--- config.mk ---
export PLATFORM = sky130hd
export DESIGN_NAME = cli_alu
export DESIGN_NICKNAME = d
export VERILOG_FILES = /design/src/rtl/cli_pkg.sv /design/src/rtl/cli_alu.sv
export SDC_FILE = /design/constraint.sdc
export NUM_CORES = 1
export LEC_CHECK = 0
export ABC_AREA = 1
export BUFFER_PORTS_ARGS = -buffer_cell sky130_fd_sc_hd__clkbuf_2
export CAP_MARGIN = 20
export CORE_MARGIN = 10
export CORE_UTILIZATION = 52
export DETAILED_ROUTE_END_ITERATION = 10
export GPL_TIMING_DRIVEN = 0
export PLACE_DENSITY = 0.85
export SLEW_MARGIN = 20
export SYNTH_ARGS = -nofsm -noshare
export SYNTH_HDL_FRONTEND = slang
export SYNTH_SLANG_ARGS = --single-unit
--- constraint.sdc ---
create_clock -name vclk -period 3.3
set_clock_uncertainty 0.2 [all_clocks]
set_input_delay 0.165 -clock vclk [all_inputs]
set_output_delay 0.165 -clock vclk [all_outputs]
set_load 0.05 [all_outputs]
--- src/rtl/cli_pkg.sv ---
// Shared types, constants and helpers for the clamped linear interpolator.
package cli_pkg;

    // Table geometry and data widths
    localparam int SAMPLE_DEPTH = 256;
    localparam int ADDR_W       = $clog2(SAMPLE_DEPTH);
    localparam int DATA_W       = 32;
    localparam int INDEX_W      = 8;
    localparam int COUNT_W      = 9;
    localparam int WEIGHT_W     = 16;
    localparam int STEP_W       = $clog2(WEIGHT_W);
    localparam int ENTRY_W      = 3 * DATA_W;
    // Shared adder width: 33-bit differences plus a sign bit
    localparam int ALU_W        = DATA_W + 2;
    // Signed difference times unsigned weight
    localparam int PROD_W       = (DATA_W + 1) + (WEIGHT_W + 1);

    // Operation codes of an input item
    localparam logic OP_LOAD  = 1'b0;
    localparam logic OP_QUERY = 1'b1;

    // Clamp codes of a result item
    localparam logic [1:0] CLAMP_INSIDE = 2'd0;
    localparam logic [1:0] CLAMP_FIRST  = 2'd1;
    localparam logic [1:0] CLAMP_LAST   = 2'd2;

    // Control of the shared adder
    typedef struct packed {
        logic sub;       // a - b when set, a + b + carry_in otherwise
        logic carry_in;
    } alu_ctrl_t;

    // Sign-extend a data word to adder width
    function automatic logic [ALU_W-1:0] sext(input logic [DATA_W-1:0] v);
        sext = {{(ALU_W - DATA_W){v[DATA_W-1]}}, v};
    endfunction

    // Table entry layout: {second value, first value, position}
    function automatic logic [DATA_W-1:0] entry_pos(input logic [ENTRY_W-1:0] e);
        entry_pos = e[DATA_W-1:0];
    endfunction

    function automatic logic [DATA_W-1:0] entry_val(input logic [ENTRY_W-1:0] e,
                                                    input logic second);
        entry_val = second ? e[3*DATA_W-1:2*DATA_W] : e[2*DATA_W-1:DATA_W];
    endfunction

endpackage

--- src/rtl/cli_alu.sv ---
// Shared adder/subtractor used for compares, differences and divide steps.
module cli_alu (
    input  logic [cli_pkg::ALU_W-1:0] a,
    input  logic [cli_pkg::ALU_W-1:0] b,
    input  cli_pkg::alu_ctrl_t        ctrl,
    output logic [cli_pkg::ALU_W-1:0] res
);

    logic [cli_pkg::ALU_W-1:0] b_op;
    logic                      cin;

    // Subtract as a plus inverted b plus one
    always_comb
    begin
        b_op = ctrl.sub ? ~b : b;
        cin  = ctrl.sub | ctrl.carry_in;
        res  = a + b_op + {{(cli_pkg::ALU_W - 1){1'b0}}, cin};
    end

endmodule

Word-level counts from Yosys, hierarchy flattened
Cells that the tools add are included.
- register bits after elaboration: 0
- logic and storage cells: 5
- output and inout bits: 34
- bits of input ports: 70
- add/sub/neg operators: 2
- bitwise logic cells: 2
- muxes and demuxes: 1
- operators by type and width (cell ; number):
    $add A34 B1 Y34 ; 1
    $add A34 B34 Y34 ; 1
    $mux W34 ; 1
    $not A34 Y34 ; 1
    $or A1 B1 Y1 ; 1

Depth between registers and ports, before layout
- depth in word-level cells: 4
- depth in mapped cells: 16
- gate-level depth less buffers: 14

Worst setup path before layout
OpenSTA, ideal clock, no wires.
- path type: input -> output
- start: input port ctrl[1] in the netlist's numbering
- end: output port res[14] in the netlist's numbering
- slack: 0.220 ns
- stages: 13
- arrival time: 2.715 ns
- buffers on the path: 2
- required time: 2.935 ns
- cell sequence: buf_2 -> buf_2 -> xnor2_1 -> fa_1 -> inv_1 -> fa_1 -> nand3_1 -> nand2_1 -> nand3_1 -> nand2_1 -> nand2_1 -> nand2_2 -> xor2_1
- word-level cells in the longest chain between the ends: 3
- elaborated cells on any way between the ends: 4
- classes of those cells: add/sub: 2; mux: 1; bitwise: 1
- RTL lines (what ; RTL line ; text):
    start, declared ; cli_alu.sv:5 ; input cli_pkg::alu_ctrl_t ctrl,
    $mux W34 ; cli_alu.sv:15 ; b_op = ctrl.sub ? ~b : b;
    $add A34 B34 Y34 ; cli_alu.sv:17 ; res = a + b_op + {{(cli_pkg::ALU_W - 1){1'b0}}, cin};
    $add A34 B1 Y34 (*) ; cli_alu.sv:17 ;
    end, declared ; cli_alu.sv:6 ; output logic [cli_pkg::ALU_W-1:0] res
Mark *: on every way between the ends. The rest lies on a longest branch, timed or not.

Worst setup path after layout
- start: input port ctrl[1] in the netlist's numbering
- end: output port res[28] in the netlist's numbering
Same word-level chain as after synthesis.

==> metrics.md <==
| Metric | Value |
|---|---|
| Outcome | `complete, no violations` |
| Critical path depth in cells | `17` |
| Max-cap violations | `0` |
| DRC violations left | `0` |
| Most frequent cells in the layout | `nand2_1 (174), clkbuf_2 (100), inv_1 (85)` |
| Die Ht | `91.1 microns` |
| Reg area | `0 sq um` |
| Element type at the critical path start | `input port` |
| Final instance area | `3240 sq um` |
| GPL Wtd Cong | `1.01` |
| Fmax | `327 MHz` |
| Cell count of the worst hold path | `5` |
| Vias in the first global route | `3329` |
| Setup Viol. Count Final | `0` |
| Die area | `8310 sq um` |
| Critical Path Sink Type | `output port` |
| IO Port Bufs | `103` |
| RSZ-0062 raised after global routing | `false` |
| # rows | `25` |
| Setup TNS | `0 ns` |
| Largest net degree at the start of global routing | `11` |
| Crit Path Class | `input port to output port` |
| Post-Synth Simple-Gate Area | `41.1%` |
| Post-synthesis sequential area ratio | `0%` |
| Critical Path AT | `2.70 ns` |
| CP cell instances | `buf_2, buf_6, xnor2_1, fa_1, inv_1, fa_1, nand3_1, nand2_1, nand2_1, nand2_1, nand2_1, nand2_1, nand2_1, nand2_1, nand2_1, nand2_1, clkbuf_2` |
| Leakage | `2.05 nW` |
| Slew HR | `62.8%` |
| Multiplexer share of the synthesized area | `0%` |
| Crit path time final | `3.06 ns` |
| Synth Area in Compound Gates | `12.3%` |
| Worst EP required | `2.93 ns` |
| Post-Synth Adder-Cell Area | `16.7%` |
| P per Cell Area | `405 nW/um^2` |
| Synthesized area | `2630 sq um` |
| Ys Warns | `0` |
| Vias | `3436` |
| Layout cells sized above 1 | `18.4%` |
| # IOs | `104` |
| Leading cell type in the layout, fill and taps excluded | `nand2_1` |
| Initial Utilization | `54.6%` |
| CLK BUF | `0` |
| Num sequential | `0` |
| Design Power | `1.31 mW` |
| Worst min-delay path class | `input port to output port` |
| CTS Hold Bufs | `0` |
| Initial antenna violation count | `0` |
| Gr ovfl total | `0` |
| Placement Cell Area | `3230 sq um` |
| Crit Path Max Fanout | `10` |
| Largest family of logic cells by synthesized area | `simple AND/OR/NAND/NOR gates` |
| Ant. Diodes | `0` |
| Core ar. | `4820 sq um` |
| Fin. max-slew vios | `0` |
| GRT Overall Usage | `20.6%` |
| Worst path bufs/invs | `4` |
| XOR/XNOR Fraction of Synth Area | `17.0%` |
| WL/cell | `13.5 microns` |
| First-pass GRT wire length | `15000 microns` |
| Slowest cell delay on critical path | `0.39 ns` |
| Final nets | `715` |
| Worst path top cell family by delay | `simple AND/OR/NAND/NOR gates` |
| Syn_nets | `610` |
| Worst slew pin tran | `0.552 ns` |
| Worst IR drop on VDD | `0.305 mV` |
| Routed wire length | `9100 microns` |
| Total iterations of the first detailed-routing run | `5` |
| Period utilization | `92.7%` |
| CP max-delay cell | `fa_1` |
| CP dominant cell by count | `nand2_1` |
| Die W | `91.1 microns` |
| Final Hold Fails | `0` |
| Vias/cell | `5.08` |
| Post-DP HPWL | `8070 microns` |
| Post-synthesis cell count | `506` |
| Synth Area per Inst | `5.20 sq um` |
| Initial DRC count | `171` |
| Routed Antenna Nets | `0` |
| Netlist cell types | `18` |
| Area delta synth->final | `23.0%` |
| Final Hold Slack | `0.647 ns` |
-- through the flow --
step,setup slack [ns],std cells,utilization (%)
after floorplan,0.220,506,-
after global placement,0.122,676,67.1
after detailed placement,0.0557,676,67.1
after CTS,0.0438,676,67.1
after global routing,0.0546,676,67.2
final,0.240,676,67.2
-- worst paths after layout --
check                 slack [ns]  endpoint    start
worst min-delay path        0.65   res[33]    a[33]
worst max-delay path        0.24   res[28]  ctrl[1]
-- routing by layer --
metal | share of wire (%) | global-route usage [%] | up-vias
met3 | 7.4 | 2.22 | 10
met2 | 47 | 37.2 | 128
met5 | 0 | 0 | -
met4 | 1.4 | 2.74 | 0
li1 | - | - | 1792
met1 | 44 | 25.9 | 1506
-- cells in the mapped netlist --
cell	count	area share, %
a21o_1	1	0.29
a21oi_1	36	6.8
buf_2	4	0.76
fa_1	2	1.5
ha_1	32	15
inv_1	85	12
nand2_1	174	25
nand2_2	4	0.95
nand3_1	21	4.0
nand3_2	1	0.38
nand4_1	6	1.4
nor2_1	55	7.8
nor3_1	9	1.7
o21a_1	1	0.29
o21ai_0	21	4.0
o21bai_1	3	0.86
xnor2_1	2	0.67
xor2_1	49	16
-- logic make-up after synthesis --
logic type	count (synthesis)
and+or+nand+nor	270
buffers and inverters	89
AOI/OAI and AO/OA	62
xor gates and xnor gates	51
adders and majority gates	34
-- power breakdown --
group / total (mW) / internal (mW) / leakage [nW] / switching (mW)
Clock: 0 / 0 / 0 / 0
Sequential: 0 / 0 / 0 / 0
Combinational: 1.31 / 0.345 / 2.05 / 0.967
-- what timing repair did --
| action | in CTS | in global routing |
|---|---|---|
| endpoints found under the setup margin | 0 | 8 |
| resized for setup | 0 | 6 |
| buffers inserted | 0 | 0 |
-- area by class of cell --
class | instances | area, sq um
buffer | 4 | 26.3
fill | 519 | 1580
inverter | 85 | 319
multi-input combinational | 417 | 2290
tap | 67 | 83.8
timing repair buffer | 103 | 515
No activity file was read; power rests on OpenSTA's default activity.
